File: config.mk
export PLATFORM = sky130hd
export DESIGN_NAME = spq_ctrl
export DESIGN_NICKNAME = d
export VERILOG_FILES = /design/src/rtl/spq_pkg.sv /design/src/rtl/spq_ctrl.sv
export SDC_FILE = /design/constraint.sdc
export NUM_CORES = 1
export LEC_CHECK = 0
export ABC_AREA = 1
export ABC_CLOCK_PERIOD_IN_PS = 1030
export BUFFER_PORTS_ARGS = -buffer_cell sky130_fd_sc_hd__buf_2
export CELL_PAD_IN_SITES_DETAIL_PLACEMENT = 1
export CELL_PAD_IN_SITES_GLOBAL_PLACEMENT = 1
export CORE_AREA = 2 2 39 41
export DETAILED_ROUTE_END_ITERATION = 8
export DIE_AREA = 0 0 41 43
export PLACE_DENSITY = 0.55
export SLEW_MARGIN = 10
export SYNTH_ARGS = -nofsm -noshare
export SYNTH_HDL_FRONTEND = slang
export SYNTH_SLANG_ARGS = --single-unit
File: constraint.sdc
create_clock -name clock -period 1.03 [get_ports clock]
set_clock_uncertainty 0.1 [all_clocks]
set_input_delay 0.206 -clock clock [delete_from_list [all_inputs] [get_ports clock]]
set_output_delay 0.206 -clock clock [all_outputs]
set_load 0.02 [all_outputs]
File: src/rtl/spq_pkg.sv
// ----------------------------------------------------------------------------
// spq_pkg - shared types and constants for the stable priority queue
// Entry layout, controller/datapath command and status groups, codes.
// ----------------------------------------------------------------------------
package spq_pkg;

   localparam int QUEUE_DEPTH   = 64;
   localparam int COUNT_W       = $clog2(QUEUE_DEPTH + 1);
   localparam int ENTRY_COUNT_W = 7;
   localparam int ID_W          = 16;
   localparam int MARK_W        = 16;
   localparam int ARRIVAL_W     = 32;
   localparam int STATUS_W      = 2;

   localparam logic [STATUS_W-1:0] ST_DONE  = 2'd0;
   localparam logic [STATUS_W-1:0] ST_FULL  = 2'd1;
   localparam logic [STATUS_W-1:0] ST_EMPTY = 2'd2;

   localparam logic CMD_ENQUEUE = 1'b0;
   localparam logic CMD_DEQUEUE = 1'b1;

   typedef struct packed {
      logic [ID_W-1:0]      id;
      logic [MARK_W-1:0]    mark;
      logic [ARRIVAL_W-1:0] arrival;
   } entry_type;

   typedef enum logic [1:0] {
      OP_NONE,
      OP_INSERT,
      OP_REMOVE
   } op_type;

   typedef enum logic {
      S_IDLE,
      S_UPDATE
   } state_type;

   // controller -> datapath
   typedef struct packed {
      logic                capture;
      op_type              op;
      logic                bump_arrival;
      logic                load_rsp;
      logic [STATUS_W-1:0] status;
   } cmd_type;

   // datapath -> controller
   typedef struct packed {
      logic is_dequeue;
      logic is_full;
      logic is_empty;
   } stat_type;

endpackage

File: src/rtl/spq_ctrl.sv
// ----------------------------------------------------------------------------
// spq_ctrl - request sequencer for the stable priority queue
// Takes a request, picks the queue operation and status, loads the response.
// ----------------------------------------------------------------------------
module spq_ctrl (
   input  logic             clock,
   input  logic             reset,
   input  logic             req_valid,
   output logic             req_stall,
   output logic             rsp_valid,
   input  logic             rsp_stall,
   input  spq_pkg::stat_type stat,
   output spq_pkg::cmd_type  cmd
);
   import spq_pkg::*;

   state_type state_ff, state_in;
   logic      rsp_valid_ff, rsp_valid_in;
   logic      go;

   always_ff @(posedge clock) begin
      if (reset) begin
         state_ff     <= S_IDLE;
         rsp_valid_ff <= 1'b0;
      end else begin
         state_ff     <= state_in;
         rsp_valid_ff <= rsp_valid_in;
      end
   end

   assign req_stall = (state_ff != S_IDLE);
   assign rsp_valid = rsp_valid_ff;
   // response slot is free or drains this cycle
   assign go = !rsp_valid_ff || !rsp_stall;

   always_comb begin
      state_in         = state_ff;
      cmd              = '0;
      cmd.op           = OP_NONE;
      cmd.status       = ST_DONE;
      rsp_valid_in     = rsp_valid_ff && rsp_stall;
      unique case (state_ff)
         S_IDLE: begin
            cmd.capture = req_valid;
            if (req_valid) state_in = S_UPDATE;
         end
         S_UPDATE: begin
            if (go) begin
               cmd.load_rsp = 1'b1;
               rsp_valid_in = 1'b1;
               state_in     = S_IDLE;
               if (!stat.is_dequeue) begin
                  cmd.bump_arrival = 1'b1;
                  if (stat.is_full) cmd.status = ST_FULL;
                  else              cmd.op     = OP_INSERT;
               end else begin
                  if (stat.is_empty) cmd.status = ST_EMPTY;
                  else               cmd.op     = OP_REMOVE;
               end
            end
         end
         default: state_in = S_IDLE;
      endcase
   end

endmodule

After elaboration in Yosys (flattened, before gate mapping)
Cells that the tools add are included.
{ "totals": {"inputBits": 7, "regBits": 2} }
{ "classes": {"bitwise": 1, "muxes": 15, "n_reduce_logical": 4} }
{ "op_table": {"columns": ["op", "count"], "rows": [
  ["6-bit two-way mux", 2],
  ["1-bit two-way mux", 8],
  ["2-bit two-way mux", 4],
  ["1-bit logical NOT", 2],
  ["1-bit case mux with 2 select lines", 1],
  ["1-bit logical AND", 1],
  ["1-bit logical OR", 1],
  ["1-bit inverter", 1]
]} }

Logic depth before layout (Yosys ltp)
Gate-level depths: netlist of the first run.
{ "depth": {"ltp_word": 4, "mapped_depth": 3, "depth_no_buf": 3} }

Worst setup path before layout of the first run
Ideal clock, no wire load.
{ "synth_path": {"path_kind": "reg2out", "from": "register state_ff (netlist: req_stall)", "to": "output port cmd[0] in the netlist's numbering", "arrival_ns": 0.968, "path_buffers": 0, "slack_ns": -0.244, "path_stages_with_launch": 3, "path_cell_list": "dfxtp_1 -> nand3_1 -> nor2_1"} }
{ "synth_rtl": {"columns": ["element", "line_no", "text"], "rows": [
  ["start: declaration", "spq_ctrl.sv:17", "state_type state_ff, state_in;"],
  ["start signal: assignment", "spq_ctrl.sv:26", "state_ff <= state_in;"],
  ["end: declaration", "spq_ctrl.sv:13", "output spq_pkg::cmd_type cmd"]
]} }

==> impl_metrics.tcl, run 1 <==
set metrics [dict create \
    overflow 0 \
    arrival_ns 0.98 \
    power.leakage_nw 0.2104 \
    maxSlewHeadroom_pct 92.10 \
    seqPwrFrac_pct 22.9 \
    coreArea_um2 1384 \
    grtUsageTotal_pct 6.413 \
    antenna_found_initial 0 \
    r2r_start "req_stall" \
    rows 14 \
    reg2reg_slack_ns 0.06 \
    start_util_pct 8.680 \
    drc_errors 0 \
    crit_path_start_kind "flop" \
    maxUsedRoutingLayer "met4" \
    cts_tree "built" \
    buffer_ports.inserted 15 \
    layout_common_cells "buf_6, buf_4, buf_2" \
    pin_count 16 \
    area_growth_pct 250.0 \
    period_minus_slack_ns 1.290 \
    wl_met2_um 231 \
    grt_pass1_wl_um 724 \
    via_count 225 \
    cap_violations 0 \
    violations "setup timing" \
    setup_slack_ns -0.2596 \
    layout.nets 54 \
    place_congestion 0.5901 \
    synth_nets 27 \
    dr.pass1.iters 1 \
    power_frac_comb_pct 38.4 \
    place_hpwl_um 400.7 \
    power_density_nw_per_um2 1005 \
    cts.clk_slew.worst_paths_ns 0.03 \
    hold_viol_final 0 \
    critical_path_required_ns 0.72 \
    max_freq_mhz 775.4 \
    n_fill_cell 162 \
    cts_root_buffer "clkbuf_4" \
    placed_cell_area_um2 307.8 \
    dpl_worst_slack_ns -0.08076 \
    end_kind "primary output" \
    cts.sinks 2 \
    viasPerCell 3.689 \
    syn-cell-area_um2 120.1 \
    synth-seq-cells 2 \
    drt_wl_total_um 472 \
    drt-met1-wl_um 162 \
    antenna_left 0 \
    die_h_um 43 \
    status "finished, violations left" \
    finalMaxSlewViolations 0 \
    hold_depth 2 \
    vdd_drop_max_mv 0.4461 \
    clkPwrFrac_pct 38.6 \
    final_cell_area_um2 420.4 \
    fin_crit_sh_pct 125.2 \
    clk_latency_ns 0.22 \
    ys_seq_area_share_pct 33.33 \
    tightest_slew_ns 0.1185 \
    ys_warn_count 0 \
    path_class "flop to primary output" \
    numCtsBuffers 3 \
    wl_met3_um 67 \
    drt_iter0_drc 0 \
    drive_above_1_share_pct 84.44 \
    holdCritStartpoint "reset" \
    reg2reg_depth 4 \
    regArea_um2 47.55 \
    intPower_mw 0.2967 \
    p_sw_mw 0.1257 \
    synth.avg_cell_area_um2 6.006 \
    synthCells 20 \
    cts_buffer_depth 2 \
    cts_hold_buf 0 \
    grt_pass1_vias 196 \
    htreeDepth 1 \
    reg2reg_to "rsp_valid" \
    hold_path.class "input port to flop" \
    route.detailed.wl_per_inst_um 7.738 \
    synth.distinct_cells 9 \
    antenna_cells 0 \
    die_area_um2 1763 \
    rsz0062_at_grt "yes" \
    multi_input_area_um2 127.6 \
    critPathMaxFanout 3 \
    grt_max_degree 7 \
    swShare_pct 29.76 \
    die_w_um 41 \
    worstHoldEndpoint "rsp_valid" \
    setup_viol 9 \
]
[layer usage]
layer  GRT usage [%]  vias to the layer above
met4           6.000                        0
met3           3.665                        2
met5               0                        -
met1           6.709                      100
li1                -                      111
met2           8.438                       12
[synth_stat cells, drive strengths merged]
cell type	count	area [µm²]
a21oi	2	13.76
nor2	6	22.52
nand2	1	3.750
nand3	2	10.01
o21bai	1	7.510
inv	6	22.52
dfxtp	2	40.04
[power groups by stage]
stage,clock (mW),combinational (mW),sequential (mW)
2_1_floorplan,0,0.0574,0.104
3_3_place_gp,0,0.117,0.0979
3_5_place_dp,0,0.118,0.0984
4_1_cts,0.172,0.145,0.0975
5_1_grt,0.185,0.175,0.0982
6_report,0.163,0.162,0.0969
[per-stage QoR]
stage | TNS, ns | util (%) | hold slack, ns | cells | power (mW)
finish | -1.828 | 30.38 | 0.05039 | 61 | 0.4224
global route | -2.186 | 30.38 | 0.05018 | 61 | 0.4582
CTS | -1.770 | 28.03 | 0.04761 | 59 | 0.4140
detailed placement | -0.2763 | 22.24 | 0.2769 | 54 | 0.2162
global placement | -0.2447 | 22.24 | 0.2681 | 54 | 0.2145
floorplan | 0 | - | 0.1654 | 20 | 0.1611
[critical path, stage by stage, from the launching register on]
cell     delay, ns
dfxtp_4       0.35
nand2_4       0.10
nand3_4       0.10
nor2_4        0.10
buf_6         0.12
[repair_timing]
action                     CTS  global route
buffers inserted             2             2
resized for setup           14             5
setup endpoints to repair    9             9
pin swaps                    3             0
[state kept, by name, summed over array words and instances, names as in the netlist]
signal / cells
req_stall: 1
rsp_valid: 1
[kinds of logic (layout without fill, tap and decap cells)]
logic type,after synthesis,count (layout),synth area share (%)
compound gates,3,3,17.71
buf+inv,6,31,18.75
flops,2,2,33.33
simple gates,9,9,30.20
[final cells by class]
class	instances	area share, %
inverter	6	5.357
timing repair buffer	22	42.86
multi-input combinational	12	30.36
tap	16	4.762
clock buffer	3	5.357
sequential	2	11.31
[worst max path at each step]
stage / from / to / slack [ns]
6_report: rsp_valid / cmd[0] / -0.26
5_1_grt: rsp_valid / cmd[0] / -0.31
4_1_cts: rsp_valid / cmd[0] / -0.27
3_5_place_dp: rsp_valid / cmd[0] / -0.08
3_3_place_gp: rsp_valid / cmd[0] / -0.07
2_1_floorplan: rsp_valid / cmd[0] / 0.003
Power figures use the tool's default switching activity.
==> inputs of run 2 (changes only) <==
==> constraint.sdc (replaced) <==
create_clock -name clock -period 1.03 [get_ports clock]
set_clock_uncertainty 0.1 [all_clocks]
set_input_delay 0 -clock clock [delete_from_list [all_inputs] [get_ports clock]]
set_output_delay 0 -clock clock [all_outputs]
set_load 0.02 [all_outputs]
==> impl_metrics.tcl, run 2 (synthesis gave the netlist of run 1 again) <==
set metrics [dict create \
    cap_violations 0 \
    rsz0062_at_grt "yes" \
    grtUsageTotal_pct 7.808 \
    htreeDepth 1 \
    hold_path.class "input port to flop" \
    regArea_um2 45.04 \
    antenna_left 0 \
    pin_count 16 \
    maxSlewHeadroom_pct 89.71 \
    die_w_um 41 \
    dpl_worst_slack_ns 0.09913 \
    end_kind "primary output" \
    route.detailed.wl_per_inst_um 9.390 \
    finish.utilization_pct 25.32 \
    arrival_ns 0.97 \
    power.leakage_nw 0.1927 \
    setup_viol 6 \
    status "finished, violations left" \
    die_h_um 43 \
    crit_path_start_kind "flop" \
    hold_viol_final 0 \
    violations "setup timing" \
    power_density_nw_per_um2 1132 \
    path_class "flop to primary output" \
    startpoint "rsp_valid" \
    period_minus_slack_ns 1.069 \
    reg2reg_slack_ns 0.05 \
    vdd_drop_max_mv 0.3267 \
    dp_cells 51 \
    multi_input_area_um2 87.58 \
    max_freq_mhz 935.4 \
    r2r_start "rsp_valid" \
    final_cell_area_um2 350.3 \
    die_area_um2 1763 \
    tightest_slew_ns 0.1544 \
    overflow 0 \
    critPathMaxFanout 3 \
    drt_wl_total_um 554 \
    via_count 218 \
    cts_buffer_depth 2 \
    layout_common_cells "buf_2, buf_4, inv_1" \
    layoutNonFillerInstCount 59 \
    place_hpwl_um 347.3 \
    drive_above_1_share_pct 67.44 \
    antenna_found_initial 0 \
    place_congestion 0.5876 \
    coreArea_um2 1384 \
    setup_slack_ns -0.03910 \
    rows 14 \
    critical_path_required_ns 0.93 \
    grt_max_degree 7 \
    grt_pass1_wl_um 848 \
    buffer_ports.inserted 15 \
    placed_cell_area_um2 216.5 \
    finalMaxSlewViolations 0 \
    grt_pass1_vias 209 \
    drt_iter0_drc 2 \
    power_mw 0.3966 \
    numCtsBuffers 3 \
    n_fill_cell 165 \
    cts_tree "built" \
    cts_root_buffer "clkbuf_4" \
    area_growth_pct 191.7 \
    dr.pass1.iters 2 \
    start_util_pct 8.680 \
    viasPerCell 3.695 \
    tns_ns -0.1480 \
    holdCritStartpoint "rsp_stall" \
    clk_latency_ns 0.23 \
    layout.nets 52 \
    fin_crit_sh_pct 103.8 \
    antenna_cells 0 \
    drc_errors 0 \
    timing.hold.ws_ns 0.1365 \
    cts.sinks 2 \
    cts.clk_slew.worst_paths_ns 0.03 \
]
## run 2: cell count changes in the layout (fill, tap and decap cells not counted), sizes merged
cell	before	now
dlygate4sd3	0	2
buf	22	18
## run 2: worst paths after layout
| path | to | cells past startpoint |
|---|---|---|
| worst max-delay path | cmd[5] | 4 |
| worst min-delay path | req_stall | 4 |
| worst max register to register | rsp_valid | 4 |
| worst min register to register | req_stall | 2 |
## run 2: repair_timing
| item | CTS | global route |
|---|---|---|
| hold buffers | 2 | 0 |
| buffers inserted | 3 | 1 |
| pin swaps | 1 | 1 |
| resized for setup | 11 | 9 |
| endpoints found under the hold margin | 2 | 0 |
| endpoints found under the setup margin | 6 | 7 |
## run 2: critical path, cell delays in order (launching register included)
cell and delay [ns]:
dfxtp_2 0.34, nand2_4 0.08, nand3_1 0.09, nor2_1 0.09, buf_4 0.14
## run 2: layout make-up
class / instances / area share, %
Timing Repair Buffer: 20 / 43.57
Multi-Input combinational cell: 12 / 25.00
Sequential cell: 2 / 12.86
Clock buffer: 3 / 6.429
Inverter: 6 / 6.429
Tap cell: 16 / 5.714
## run 2: power by group
| part | switching [mW] | internal [mW] |
|---|---|---|
| Combinational | 0.0637 | 0.0620 |
| Clock | 0.0455 | 0.129 |
| Sequential | 0.0118 | 0.0849 |
| Total | 0.121 | 0.276 |
## run 2: metal layers
layer	vias to the layer above	routed length, µm	GRT usage, %	part of all wire [%]
met5	-	0	0	0
met4	0	0	8.000	0
met3	0	56	3.141	10
met2	11	298	11.56	54
met1	101	198	7.325	36
li1	106	-	-	-
==> inputs of run 3 (changes only) <==
--- a/config.mk
+++ b/config.mk
@@ -14,6 +14,7 @@
 export DETAILED_ROUTE_END_ITERATION = 8
 export DIE_AREA = 0 0 41 43
 export PLACE_DENSITY = 0.55
+export SETUP_SLACK_MARGIN = 0.1
 export SLEW_MARGIN = 10
 export SYNTH_ARGS = -nofsm -noshare
 export SYNTH_HDL_FRONTEND = slang
==> impl_metrics.tcl, run 3 (synthesis gave the netlist of run 1 again) <==
set metrics [dict create \
    status "finished, violations left" \
    violations "setup timing" \
    critPathTopFamily "flip-flops" \
    overflow 0 \
    viasPerCell 3.650 \
    n_fill_cell 169 \
    vdd_drop_max_mv 0.5422 \
    drive_above_1_share_pct 75.00 \
    final_cell_area_um2 390.4 \
    drt_wl_total_um 483 \
    critical_path_required_ns 0.93 \
    layout_commonest_cell "buf_2" \
    hold_viol_final 0 \
    end_kind "primary output" \
    buffer_ports.inserted 15 \
    cts.sinks 2 \
    coreArea_um2 1384 \
    antenna_left 0 \
    setup_slack_ns -0.03091 \
    drc_errors 0 \
    grt_pass1_vias 226 \
    die_h_um 43 \
    rows 14 \
    path_class "flop to primary output" \
    hold_depth 4 \
    place_hpwl_um 345.3 \
    numCtsBuffers 3 \
    cp_num_buf_inv 2 \
    worstHoldEndpoint "rsp_valid" \
    rsz0062_at_grt "yes" \
    finish.utilization_pct 28.21 \
    die_w_um 41 \
    grt_max_degree 7 \
    die_area_um2 1763 \
    reg2reg_depth 4 \
    reg2reg_slack_ns 0.06 \
    max_freq_mhz 942.6 \
    setup_viol 4 \
    max_stage_delay_ns 0.32 \
    arrival_ns 0.96 \
    crit_slowest_cell "dfxtp_2" \
    r2r_start "rsp_valid" \
    htreeDepth 1 \
    drt_iter0_drc 0 \
    place_congestion 0.6028 \
    power_density_nw_per_um2 1065 \
    cts_buffer_depth 2 \
    crit_chain "buf_4 > a21oi_4 > buf_6" \
    hold_path.class "input port to flop" \
    dr.pass1.iters 1 \
    clk_latency_ns 0.22 \
    cts_tree "built" \
    reg2reg_to "req_stall" \
    critPathMaxFanout 2 \
    finalMaxSlewViolations 0 \
    placed_cell_area_um2 236.5 \
    antenna_cells 0 \
    antenna_found_initial 0 \
    cap_violations 0 \
    grt_pass1_wl_um 786 \
    via_count 219 \
    period_minus_slack_ns 1.061 \
    power.leakage_nw 0.2028 \
    grtUsageTotal_pct 7.014 \
    start_util_pct 8.680 \
    crit_path_start_kind "flop" \
    holdCritStartpoint "rsp_stall" \
    fin_crit_sh_pct 103.0 \
    tightest_slew_ns 0.1293 \
    dpl_worst_slack_ns 0.1012 \
    pin_count 16 \
    layout.nets 53 \
    maxSlewHeadroom_pct 91.37 \
    area_growth_pct 225.0 \
    cts.clk_slew.worst_paths_ns 0.03 \
    cts_root_buffer "clkbuf_4" \
    route.detailed.wl_per_inst_um 8.050 \
    layout_common_cells "buf_2, buf_6, buf_4" \
]
==> run 3: cell types whose count changed in the layout (fill, tap and decap cells not counted), sizes merged <==
cell	before	now
buf	18	19
==> run 3: routing by layer <==
metal,track usage [%],vias up,part of all wire [%]
met1,7.668,100,35
met2,9.688,11,55
met3,3.141,0,9.9
met4,6.000,0,0
li1,-,108,-
met5,0,-,0
==> run 3: worst max path at each step <==
stage / start / end / slack (ns) / cells past startpoint
floorplan: rsp_valid / cmd[1] / 0.03 / 3
global placement: rsp_valid / cmd[0] / 0.13 / 4
detailed placement: rsp_valid / cmd[0] / 0.10 / 4
CTS: rsp_valid / cmd[5] / -0.05 / 4
global route: rsp_valid / cmd[5] / -0.07 / 4
finish: rsp_valid / cmd[2] / -0.03 / 3
==> run 3: tightest hold or removal path, stage by stage <==
cell and delay, ns:
buf_2 0.13, nand2_4 0.09, buf_4 0.10, a21oi_1 0.05
==> run 3: metrics by stage <==
stage	cells	hold slack, ns	power (mW)	setup TNS [ns]
floorplan	20	-0.05236	0.1454	0
global placement	52	0.07482	0.1870	0
detailed placement	52	0.07325	0.1877	0
CTS	59	0.08166	0.4096	-0.1417
global route	60	0.1083	0.4487	-0.3865
finish	60	0.08963	0.4157	-0.03507
==> run 3: what timing repair did <==
item,4_1_cts,5_1_grt
resized for setup,19,7
hold endpoints to repair,2,0
hold buffers,2,0
pin swaps,4,2
endpoints found under the setup margin,8,9
setup buffers,2,1
==> run 3: layout make-up <==
cell class | count | area (µm²) | share of cell area [%]
repair buffers | 21 | 167.7 | 42.95
multi-input cells | 12 | 112.6 | 28.85
flip-flops and latches | 2 | 45.04 | 11.54
clock buffers | 3 | 22.52 | 5.769
inverters | 6 | 22.52 | 5.769
well taps | 16 | 20.02 | 5.128
==> run 3: report_power, final <==
group | total (mW) | internal [mW] | switching [mW]
Clock | 0.173 | 0.128 | 0.0443
Sequential | 0.0938 | 0.0848 | 0.00892
Combinational | 0.149 | 0.0744 | 0.0747
Total | 0.416 | 0.288 | 0.128
